File: src/rtl/pmt_pkg.sv
package pmt_pkg;

    localparam int MAX_ENTRIES = 16;
    localparam int PIN_CHARS   = 4;

    localparam int PIN_W = 8 * PIN_CHARS;
    localparam int LEN_W = $clog2(PIN_CHARS + 1);
    localparam int IDX_W = (MAX_ENTRIES > 1) ? $clog2(MAX_ENTRIES) : 1;
    localparam int CNT_W = $clog2(MAX_ENTRIES + 1);

    localparam int DEF_CHARS = (PIN_CHARS < 4) ? PIN_CHARS : 4;

    typedef enum logic [1:0] {
        OP_AUTH   = 2'd0,
        OP_ADD    = 2'd1,
        OP_REMOVE = 2'd2,
        OP_CHANGE = 2'd3
    } t_op;

    typedef enum logic [1:0] {
        STAT_DONE     = 2'd0,
        STAT_FULL     = 2'd1,
        STAT_NO_ENTRY = 2'd2,
        STAT_NO_MATCH = 2'd3
    } t_status;

    typedef logic [IDX_W-1:0] t_idx;
    typedef logic [CNT_W-1:0] t_cnt;

    typedef struct packed {
        logic [PIN_W-1:0] pin;
        logic [LEN_W-1:0] len;
    } t_entry;

    // request broadcast to every cell
    typedef struct packed {
        logic       go;
        logic       ok;
        t_op        op;
        t_entry     entry;
        logic [3:0] idx;
        t_cnt       count;
    } t_cmd;

    // "1234" cut to the pin width
    function automatic t_entry def_entry();
        t_entry e;
        e = '0;
        for (int b = 0; b < DEF_CHARS; b++) begin
            e.pin[8*b +: 8] = 8'(8'h31 + b);
        end
        e.len = LEN_W'(DEF_CHARS);
        return e;
    endfunction

endpackage

File: src/rtl/pmt_if.sv
interface pmt_req_if;
    logic       valid;
    logic       ready;
    logic [1:0] opcode;
    logic [31:0] pin_chars;
    logic [2:0] pin_length;
    logic [3:0] entry_index;

    modport source (output valid, opcode, pin_chars, pin_length, entry_index, input ready);
    modport sink   (input valid, opcode, pin_chars, pin_length, entry_index, output ready);
endinterface

interface pmt_rsp_if;
    logic       valid;
    logic       ready;
    logic [1:0] status;
    logic [3:0] match_index;
    logic [4:0] entry_count;

    modport source (output valid, status, match_index, entry_count, input ready);
    modport sink   (input valid, status, match_index, entry_count, output ready);
endinterface

File: src/rtl/pmt_cell.sv
module pmt_cell (
    input  logic            i_clk,
    input  logic            i_rst_n,
    input  pmt_pkg::t_idx   i_index,
    input  pmt_pkg::t_cmd   i_cmd,
    input  pmt_pkg::t_entry i_key,
    input  pmt_pkg::t_entry i_next,
    input  logic            i_tok,
    output pmt_pkg::t_entry o_entry,
    output logic            o_tok,
    output logic            o_hit
);

    pmt_pkg::t_entry r_entry, n_entry;
    logic            r_tok;
    logic            w_live;

    always_comb begin
        int my;
        int cnt;
        my      = int'(i_index);
        cnt     = int'(i_cmd.count);
        n_entry = r_entry;
        if (i_cmd.go && i_cmd.ok) begin
            unique case (i_cmd.op)
                pmt_pkg::OP_ADD: begin
                    if (my == cnt) n_entry = i_cmd.entry;
                end
                pmt_pkg::OP_CHANGE: begin
                    if (my == int'(i_cmd.idx)) n_entry = i_cmd.entry;
                end
                pmt_pkg::OP_REMOVE: begin
                    // vacated last slot clears, later entries move down one
                    if (my == cnt - 1) begin
                        n_entry = '0;
                    end else if (my >= int'(i_cmd.idx) && my < cnt - 1) begin
                        n_entry = i_next;
                    end
                end
                pmt_pkg::OP_AUTH: begin
                    n_entry = r_entry;
                end
                default: n_entry = r_entry;
            endcase
        end
    end

    assign w_live = int'(i_index) < int'(i_cmd.count);
    assign o_hit  = r_tok && w_live && (r_entry == i_key);
    assign o_tok  = r_tok && !o_hit;
    assign o_entry = r_entry;

    always_ff @(posedge i_clk) begin
        if (!i_rst_n) begin
            r_entry <= (i_index == '0) ? pmt_pkg::def_entry() : '0;
            r_tok   <= 1'b0;
        end else begin
            r_entry <= n_entry;
            r_tok   <= i_tok;
        end
    end

endmodule

File: src/rtl/pin_table_match_engine.sv
// channel  dir  handshake      payload
// i_req    in   valid/ready    opcode, pin_chars, pin_length, entry_index
// o_rsp    out  valid/ready    status, match_index, entry_count
//
// add, remove and change register their result at accept and pass it to the output register; authenticate
// walks a search token down the row of entry cells, one cell a cycle, until the first match
// or the last cell of the chain. one request at a time; a result waits in the output register
// while the next request is accepted. synchronous active-low reset loads the single entry 1234.
module pin_table_match_engine (
    input  logic      i_clk,
    input  logic      i_rst_n,
    pmt_req_if.sink   i_req,
    pmt_rsp_if.source o_rsp
);

    typedef enum logic [2:0] {
        S_IDLE = 3'b001,
        S_SCAN = 3'b010,
        S_RESP = 3'b100
    } t_state;

    t_state           r_state, n_state;
    pmt_pkg::t_cnt    r_count, n_count;
    pmt_pkg::t_idx    r_pos;
    pmt_pkg::t_entry  r_key;
    pmt_pkg::t_status r_st;
    logic [3:0]       r_mi;
    logic [4:0]       r_ec;
    logic             r_ov;
    pmt_pkg::t_status r_os;
    logic [3:0]       r_om;
    logic [4:0]       r_oe;

    pmt_pkg::t_cmd    w_cmd;
    pmt_pkg::t_status w_status;
    logic             w_accept;
    logic             w_hit_any;
    logic             w_load_out;

    pmt_pkg::t_entry  w_entry [pmt_pkg::MAX_ENTRIES];
    logic [pmt_pkg::MAX_ENTRIES-1:0] w_tok;
    logic [pmt_pkg::MAX_ENTRIES-1:0] w_hit;

    assign i_req.ready = (r_state == S_IDLE);
    assign w_accept    = i_req.valid && i_req.ready;

    // request decode: saturate length, zero unused bytes
    always_comb begin
        logic [63:0] wide;
        logic [pmt_pkg::LEN_W-1:0] len;
        logic idx_ok;
        logic full;
        wide   = {32'h0, i_req.pin_chars};
        len    = (int'(i_req.pin_length) > pmt_pkg::PIN_CHARS)
               ? pmt_pkg::LEN_W'(pmt_pkg::PIN_CHARS)
               : pmt_pkg::LEN_W'(i_req.pin_length);
        idx_ok = int'(i_req.entry_index) < int'(r_count);
        full   = int'(r_count) >= pmt_pkg::MAX_ENTRIES;
        w_cmd.go    = w_accept;
        w_cmd.op    = pmt_pkg::t_op'(i_req.opcode);
        w_cmd.idx   = i_req.entry_index;
        w_cmd.count = r_count;
        w_cmd.entry.len = len;
        for (int b = 0; b < pmt_pkg::PIN_CHARS; b++) begin
            w_cmd.entry.pin[8*b +: 8] = (b < int'(len)) ? wide[8*b +: 8] : 8'h00;
        end
        w_cmd.ok = (w_cmd.op == pmt_pkg::OP_ADD) ? !full : idx_ok;

        n_count  = r_count;
        w_status = pmt_pkg::STAT_DONE;
        unique case (w_cmd.op)
            pmt_pkg::OP_ADD: begin
                if (w_cmd.ok) n_count = r_count + 1'b1;
                else          w_status = pmt_pkg::STAT_FULL;
            end
            pmt_pkg::OP_REMOVE: begin
                if (w_cmd.ok) n_count = r_count - 1'b1;
                else          w_status = pmt_pkg::STAT_NO_ENTRY;
            end
            pmt_pkg::OP_CHANGE: begin
                if (!w_cmd.ok) w_status = pmt_pkg::STAT_NO_ENTRY;
            end
            pmt_pkg::OP_AUTH: begin
                w_status = pmt_pkg::STAT_NO_MATCH;
            end
            default: w_status = pmt_pkg::STAT_DONE;
        endcase
    end

    for (genvar g = 0; g < pmt_pkg::MAX_ENTRIES; g++) begin : g_cell
        pmt_pkg::t_entry w_next;
        logic            w_tok_in;
        if (g == pmt_pkg::MAX_ENTRIES - 1) begin : g_last
            assign w_next = '0;
        end else begin : g_mid
            assign w_next = w_entry[g+1];
        end
        if (g == 0) begin : g_first
            assign w_tok_in = w_accept && (w_cmd.op == pmt_pkg::OP_AUTH);
        end else begin : g_rest
            assign w_tok_in = w_tok[g-1];
        end
        pmt_cell u_cell (
            .i_clk   (i_clk),
            .i_rst_n (i_rst_n),
            .i_index (pmt_pkg::IDX_W'(g)),
            .i_cmd   (w_cmd),
            .i_key   (r_key),
            .i_next  (w_next),
            .i_tok   (w_tok_in),
            .o_entry (w_entry[g]),
            .o_tok   (w_tok[g]),
            .o_hit   (w_hit[g])
        );
    end

    assign w_hit_any  = |w_hit;
    assign w_load_out = (r_state == S_RESP) && (!r_ov || o_rsp.ready);

    always_comb begin
        n_state = r_state;
        unique case (r_state)
            S_IDLE: begin
                if (w_accept) n_state = (w_cmd.op == pmt_pkg::OP_AUTH) ? S_SCAN : S_RESP;
            end
            S_SCAN: begin
                if (w_hit_any || r_pos == pmt_pkg::IDX_W'(pmt_pkg::MAX_ENTRIES - 1))
                    n_state = S_RESP;
            end
            S_RESP: begin
                if (w_load_out) n_state = S_IDLE;
            end
            default: n_state = S_IDLE;
        endcase
    end

    always_ff @(posedge i_clk) begin
        if (!i_rst_n) begin
            r_state <= S_IDLE;
            r_count <= pmt_pkg::CNT_W'(1);
            r_ov    <= 1'b0;
        end else begin
            r_state <= n_state;
            if (w_accept) r_count <= n_count;
            if (w_load_out)       r_ov <= 1'b1;
            else if (o_rsp.ready) r_ov <= 1'b0;
        end
    end

    always_ff @(posedge i_clk) begin
        if (w_accept) begin
            r_key <= w_cmd.entry;
            r_pos <= '0;
            r_st  <= w_status;
            r_mi  <= 4'h0;
            r_ec  <= 5'(n_count);
        end else if (r_state == S_SCAN) begin
            // token sits in cell r_pos this cycle
            if (w_hit_any) begin
                r_st <= pmt_pkg::STAT_DONE;
                r_mi <= 4'(r_pos);
            end else begin
                r_pos <= r_pos + 1'b1;
            end
        end
        if (w_load_out) begin
            r_os <= r_st;
            r_om <= r_mi;
            r_oe <= r_ec;
        end
    end

    assign o_rsp.valid       = r_ov;
    assign o_rsp.status      = r_os;
    assign o_rsp.match_index = r_om;
    assign o_rsp.entry_count = r_oe;

endmodule
File: src/flat_wrapper.sv
// flat-port wrapper written by rule: the top's interface ports become plain ports
module pin_table_match_engine_flat 
  (i_clk, i_rst_n, i_req_valid, i_req_opcode, i_req_pin_chars, i_req_pin_length, i_req_entry_index, i_req_ready, o_rsp_valid, o_rsp_status, o_rsp_match_index, o_rsp_entry_count, o_rsp_ready);
  pmt_req_if i_req_i ();
  pmt_rsp_if o_rsp_i ();
  input  logic i_clk;
  input  logic i_rst_n;
  input wire logic [$bits(i_req_i.valid)-1:0] i_req_valid;
  input wire logic [$bits(i_req_i.opcode)-1:0] i_req_opcode;
  input wire logic [$bits(i_req_i.pin_chars)-1:0] i_req_pin_chars;
  input wire logic [$bits(i_req_i.pin_length)-1:0] i_req_pin_length;
  input wire logic [$bits(i_req_i.entry_index)-1:0] i_req_entry_index;
  output wire logic [$bits(i_req_i.ready)-1:0] i_req_ready;
  output wire logic [$bits(o_rsp_i.valid)-1:0] o_rsp_valid;
  output wire logic [$bits(o_rsp_i.status)-1:0] o_rsp_status;
  output wire logic [$bits(o_rsp_i.match_index)-1:0] o_rsp_match_index;
  output wire logic [$bits(o_rsp_i.entry_count)-1:0] o_rsp_entry_count;
  input wire logic [$bits(o_rsp_i.ready)-1:0] o_rsp_ready;
  assign i_req_i.valid = i_req_valid;
  assign i_req_i.opcode = i_req_opcode;
  assign i_req_i.pin_chars = i_req_pin_chars;
  assign i_req_i.pin_length = i_req_pin_length;
  assign i_req_i.entry_index = i_req_entry_index;
  assign i_req_ready = i_req_i.ready;
  assign o_rsp_valid = o_rsp_i.valid;
  assign o_rsp_status = o_rsp_i.status;
  assign o_rsp_match_index = o_rsp_i.match_index;
  assign o_rsp_entry_count = o_rsp_i.entry_count;
  assign o_rsp_i.ready = o_rsp_ready;
  pin_table_match_engine u_core (.i_clk(i_clk), .i_rst_n(i_rst_n), .i_req(i_req_i), .o_rsp(o_rsp_i));
endmodule
File: config.mk
export PLATFORM = sky130hd
export DESIGN_NAME = pin_table_match_engine_flat
export DESIGN_NICKNAME = d
export VERILOG_FILES = /design/src/rtl/pmt_pkg.sv /design/src/rtl/pmt_if.sv /design/src/rtl/pmt_cell.sv /design/src/rtl/pin_table_match_engine.sv /design/src/flat_wrapper.sv
export SDC_FILE = /design/constraint.sdc
export NUM_CORES = 2
export LEC_CHECK = 0
export ABC_AREA = 1
export BUFFER_PORTS_ARGS = -buffer_cell sky130_fd_sc_hd__buf_2
export CORE_MARGIN = 2
export CORE_UTILIZATION = 55
export CTS_CLUSTER_SIZE = 40
export DETAILED_ROUTE_END_ITERATION = 6
export HOLD_SLACK_MARGIN = 0.1
export PLACE_DENSITY = 0.74
export SETUP_SLACK_MARGIN = 0.15
export SKIP_LAST_GASP = 1
export SYNTH_ARGS = -nofsm -noshare
export SYNTH_HDL_FRONTEND = slang
export SYNTH_SLANG_ARGS = --single-unit
File: constraint.sdc
create_clock -name i_clk -period 2.8 [get_ports i_clk]
set_input_delay 0.56 -clock i_clk [delete_from_list [all_inputs] [get_ports i_clk]]
set_output_delay 0.56 -clock i_clk [all_outputs]
set_load 0.005 [all_outputs]
==> impl_results.md <==
* Data arrival, critical path at 3.29 ns
* Initial Utilization at 55.57%
* Router iterations before antenna repair at 7
* Number of flops mapped to enable cells by yosys at 53
* Fraction of synthesis flops using an asynchronous set or reset pin at 0%
* Global-route wire length before repair at 243,000 um
* Port bufs at 57
* H-tree levels at 3
* Worst-case vdd ir drop at 616.6 uV
* Slew at the pin closest to its max-slew limit at 0.9535 ns
* Area added between synthesis and finish at 23.04%
* Post-DR wirelength/cell at 26.78 um
* # IOs at 58
* Remaining routing DRC violations at 8
* Total global routing track utilization at 49.29%
* Uppermost routed layer: met5
* Biggest fanout along the worst timing path at 5
* Leakage dissipation at 18.57 nW
* # nets final at 5,816
* Setup-failing EPs final at 0
* Switching power of the nets at 0.01565 W
* Post-route antenna net violation count at 0
* Violated checks: design-rule violations
* Launch instance of the worst register-to-register path: u_core.r_count[1]$_SDFFE_PN0P_
* Number of DRC markers in iteration 0 at 6,522
* Quantity of hold-fixing buffers added after cts at 0
* Met3 Wirelength at 22,660 um
* Dominant synthesized flop cell: dfxtp_1
* X dimension of the die at 259.2 um
* Overall overflow remaining after global route at 0
* Slack of the worst reg-to-reg path at 0.03 ns
* Antenna violations before repair at 4
* Netlist Area Pre-Place at 35,820 um^2
* Achievable Freq at 361.4 MHz
* Seq/Total Area, Yosys at 37.58%
* Number of global-route vias before repair at 37,210
* Commonest cells after routing, fill and taps aside: 1,207 x nand2_1, 816 x o21ai_0, 718 x inv_1
* Routed metal-1 wirelength at 61,350 um
* Source-to-sink clock delay at the later pin of the worst-skew pair at 0.64 ns
* Worst clock skew on the final layout at 0.03794 ns
* Register share of total power at 31.7%
* # clock sinks at 646
* Fraction of layout cells with a size suffix above 1 at 14.24%
* Cell internal power dissipation at 0.02211 W
* Final weighted congestion in routability-driven placement at 1.079
* Via Count at 41,400
* # rows at 93
* Smallest setup slack after layout at 0.03313 ns
* Setup repair after global routing missed its margin: true
* TritonCTS Buffers at 72
* Most common cell on crit path: nand2_1
* Clk pin slew, worst setup/hold paths at 0.06 ns
* WL final at 178,500 um
* Critical path required time at 3.32 ns
* Hold path cells at 3
* Final slew viol count at 0
* Std-Cell Core Area at 64,460 um^2
* Met2 WL at 73,190 um
* Net count of the mapped netlist at 5,599
* Maximum number of pins on one net before global-route repair at 131
* Slowest-stage cell, CP: nor2_2
* Synthesized area per cell at 6.469 um^2
* Top delay family on crit path: simple AND/OR/NAND/NOR gates
* Start-to-end type of the worst setup path: flip-flop to flip-flop
* Switching power as a share of total power at 41.45%
* Post-Place Setup Slack at -0.2303 ns
* Number of buffers and inverters on the critical path at 4
* Final HPWL DP at 126,100 um
* Hold WS at 0.2190 ns
* Worst r2r dst: u_core.r_mi[1]$_SDFFE_PP0P_
* Areal power density over the cells at 856.6 nW/um^2
* Post-synthesis cell type count at 53
* Syn. warnings at 0
* Synth Register Bits at 646
* Relative contribution of the clock network to total power at 26.3%
* Clock Root Buffer: clkbuf_16
* TritonCTS clock tree: built
* Most common library cell in the layout ignoring fill and taps: nand2_1
* Worst setup SP type: flip-flop
* Delay of the slowest critical-path stage at 0.39 ns
* Critical hold path startpoint: i_req_pin_chars[31]
* Die Area at 67,190 um^2
* Ratio of final minimum period to clock period at 98.82%
* Final number of hold-violating endpoints at 0
* Depth of the worst register-to-register path at 18
* Gate count of the mapped netlist at 5,538
* Hold Crit Endpoint: u_core.r_key[34]$_DFFE_PP_
* Result of the run: complete, but fails checks
* Endpoint type of the worst setup path: flip-flop
* Worst-path cell chain: buf_4 > nand2_1 > nand2_1 > buf_4 > nand3_1 > nor2_2 > nand2_1 > nor2_1 > nand3_1 > nand2_1 > nor2_2 > nand2_2 > nor2_4 > nor2_2 > inv_1 > buf_4 > nor2_1 > nor2_1
* HP Class: input port to flip-flop
* Die Height at 259.2 um
* Minimum clock period at 2.767 ns
* Combinational fraction of design power at 42.1%
* Count of maximum capacitance violations at 0
* Tightest slew margin relative to the limit at 36.44%
* Max Buffers Root-to-Sink at 3
* Number of vias per cell after detailed routing at 6.211
==> per-stage QoR <==
step                cell area, um^2  setup TNS (ns)  util (%)  total power (W)  instances
floorplan                     35900               0         -          0.01911       5538
global placement              39770          -1.494     61.69          0.02558       6476
detailed placement            39770          -2.210     61.69          0.02569       6476
CTS                           42620               0     66.11          0.03576       6615
global route                  44070         -0.2656     68.37          0.03865       6663
finish                        44080               0     68.37          0.03775       6665
==> layer usage <==
metal | vias up | track usage (%)
met5 | - | 0
met4 | 4 | 43.33
met3 | 963 | 10.30
met2 | 3310 | 72.56
met1 | 18780 | 61.17
li1 | 18340 | -
==> synthesized netlist by cell type (3+ instances only) <==
master / n / area, um^2
a211oi_1: 37 / 277.8
a21boi_0: 5 / 37.54
a21oi_1: 550 / 2753
a31o_2: 3 / 26.28
and3_1: 15 / 93.84
buf_1: 10 / 37.54
buf_2: 106 / 530.5
buf_4: 7 / 52.55
buf_6: 3 / 33.78
clkbuf_1: 228 / 855.8
clkbuf_2: 5 / 25.02
clkinv_1: 8 / 30.03
dfxtp_1: 593 / 11870
edfxtp_1: 53 / 1592
ha_1: 16 / 200.2
inv_1: 730 / 2740
inv_2: 16 / 60.06
nand2_1: 1256 / 4715
nand2_2: 3 / 18.77
nand3_1: 51 / 255.2
nand3b_1: 3 / 22.52
nand4_1: 117 / 732.0
nand4_2: 9 / 112.6
nor2_1: 511 / 1918
nor2_2: 4 / 25.02
nor3_1: 8 / 40.04
o211ai_1: 20 / 150.1
o21ai_0: 879 / 4399
o21ai_1: 72 / 360.4
o221ai_1: 4 / 35.03
o22ai_1: 56 / 350.3
xnor2_1: 114 / 998.5
xor2_1: 20 / 175.2
==> sequential cells by signal, summed over array words and instances (netlist names) <==
register / flops
u_core.g_cell.u_cell.o_entry: 560
u_core.r_key: 35
u_core.g_cell.u_cell.r_tok: 16
u_core.o_rsp.entry_count: 5
u_core.r_count: 5
u_core.r_ec: 5
u_core.o_rsp.match_index: 4
u_core.r_mi: 4
u_core.r_pos: 4
u_core.r_state: 3
u_core.o_rsp.status: 2
u_core.r_st: 2
u_core.o_rsp.valid: 1
==> layout make-up <==
type / count / area (um^2)
Antenna cell: 2 / 5.005
Multi-Input combinational cell: 3779 / 18770
Inverter: 754 / 2872
Timing Repair Buffer: 502 / 5495
Sequential cell: 646 / 13480
Tap cell: 855 / 1070
Clock inverter: 25 / 297.8
Clock buffer: 102 / 2090
Fill cell: 5813 / 20390
==> how the worst max path moves through the flow <==
| stage | cells past startpoint | to | from |
|---|---|---|---|
| finish | 18 | u_core.r_mi[1]$_SDFFE_PP0P_ | u_core.r_count[1]$_SDFFE_PN0P_ |
| global route | 21 | u_core.g_cell[9].u_cell.o_entry[18]$_SDFFE_PN0P_ | u_core.r_count[2]$_SDFFE_PN0P_ |
| CTS | 16 | u_core.r_state[0]$_SDFFE_PN1P_ | u_core.r_count[3]$_SDFFE_PN0P_ |
| detailed placement | 18 | u_core.r_state[0]$_SDFFE_PN1P_ | u_core.r_count[1]$_SDFFE_PN0P_ |
| global placement | 17 | u_core.r_state[2]$_SDFFE_PN0P_ | u_core.r_count[3]$_SDFFE_PN0P_ |
| floorplan | 13 | u_core.g_cell[2].u_cell.o_entry[5]$_SDFFE_PN0P_ | u_core.r_state[0]$_SDFFE_PN1P_ |
==> worst min-delay path: stages <==
cell and delay, ns:
buf_2 0.09, nand2_1 0.06, inv_1 0.05
==> power by group through the flow <==
stage / Clock [W] / Sequential [W] / Combinational, W
2_1_floorplan: 0 / 0.0117 / 0.00739
3_3_place_gp: 0 / 0.0120 / 0.0136
3_5_place_dp: 0 / 0.0120 / 0.0137
4_1_cts: 0.00983 / 0.0119 / 0.0141
5_1_grt: 0.0102 / 0.0121 / 0.0164
6_report: 0.00991 / 0.0120 / 0.0159
==> what timing repair did <==
item | in CTS | in global routing
endpoints found under the hold margin | 0 | 0
gates cloned | 6 | 28
pin swaps | 7 | 45
endpoints found under the setup margin | 265 | 523
setup buffers | 6 | 20
gates resized for setup | 83 | 230
==> logic make-up (layout without fill, tap and decap cells) <==
family	Yosys count	in the layout	share of synthesized area, %
other cells	0	2	0
xor+xnor	134	134	3.276
fa+ha+maj	16	16	0.5588
flops	646	646	37.58
simple gates	1988	1988	22.54
buf+inv	1113	1383	12.19
compound gates	1641	1641	23.86
Note: power is estimated with default switching activity, not from simulation.
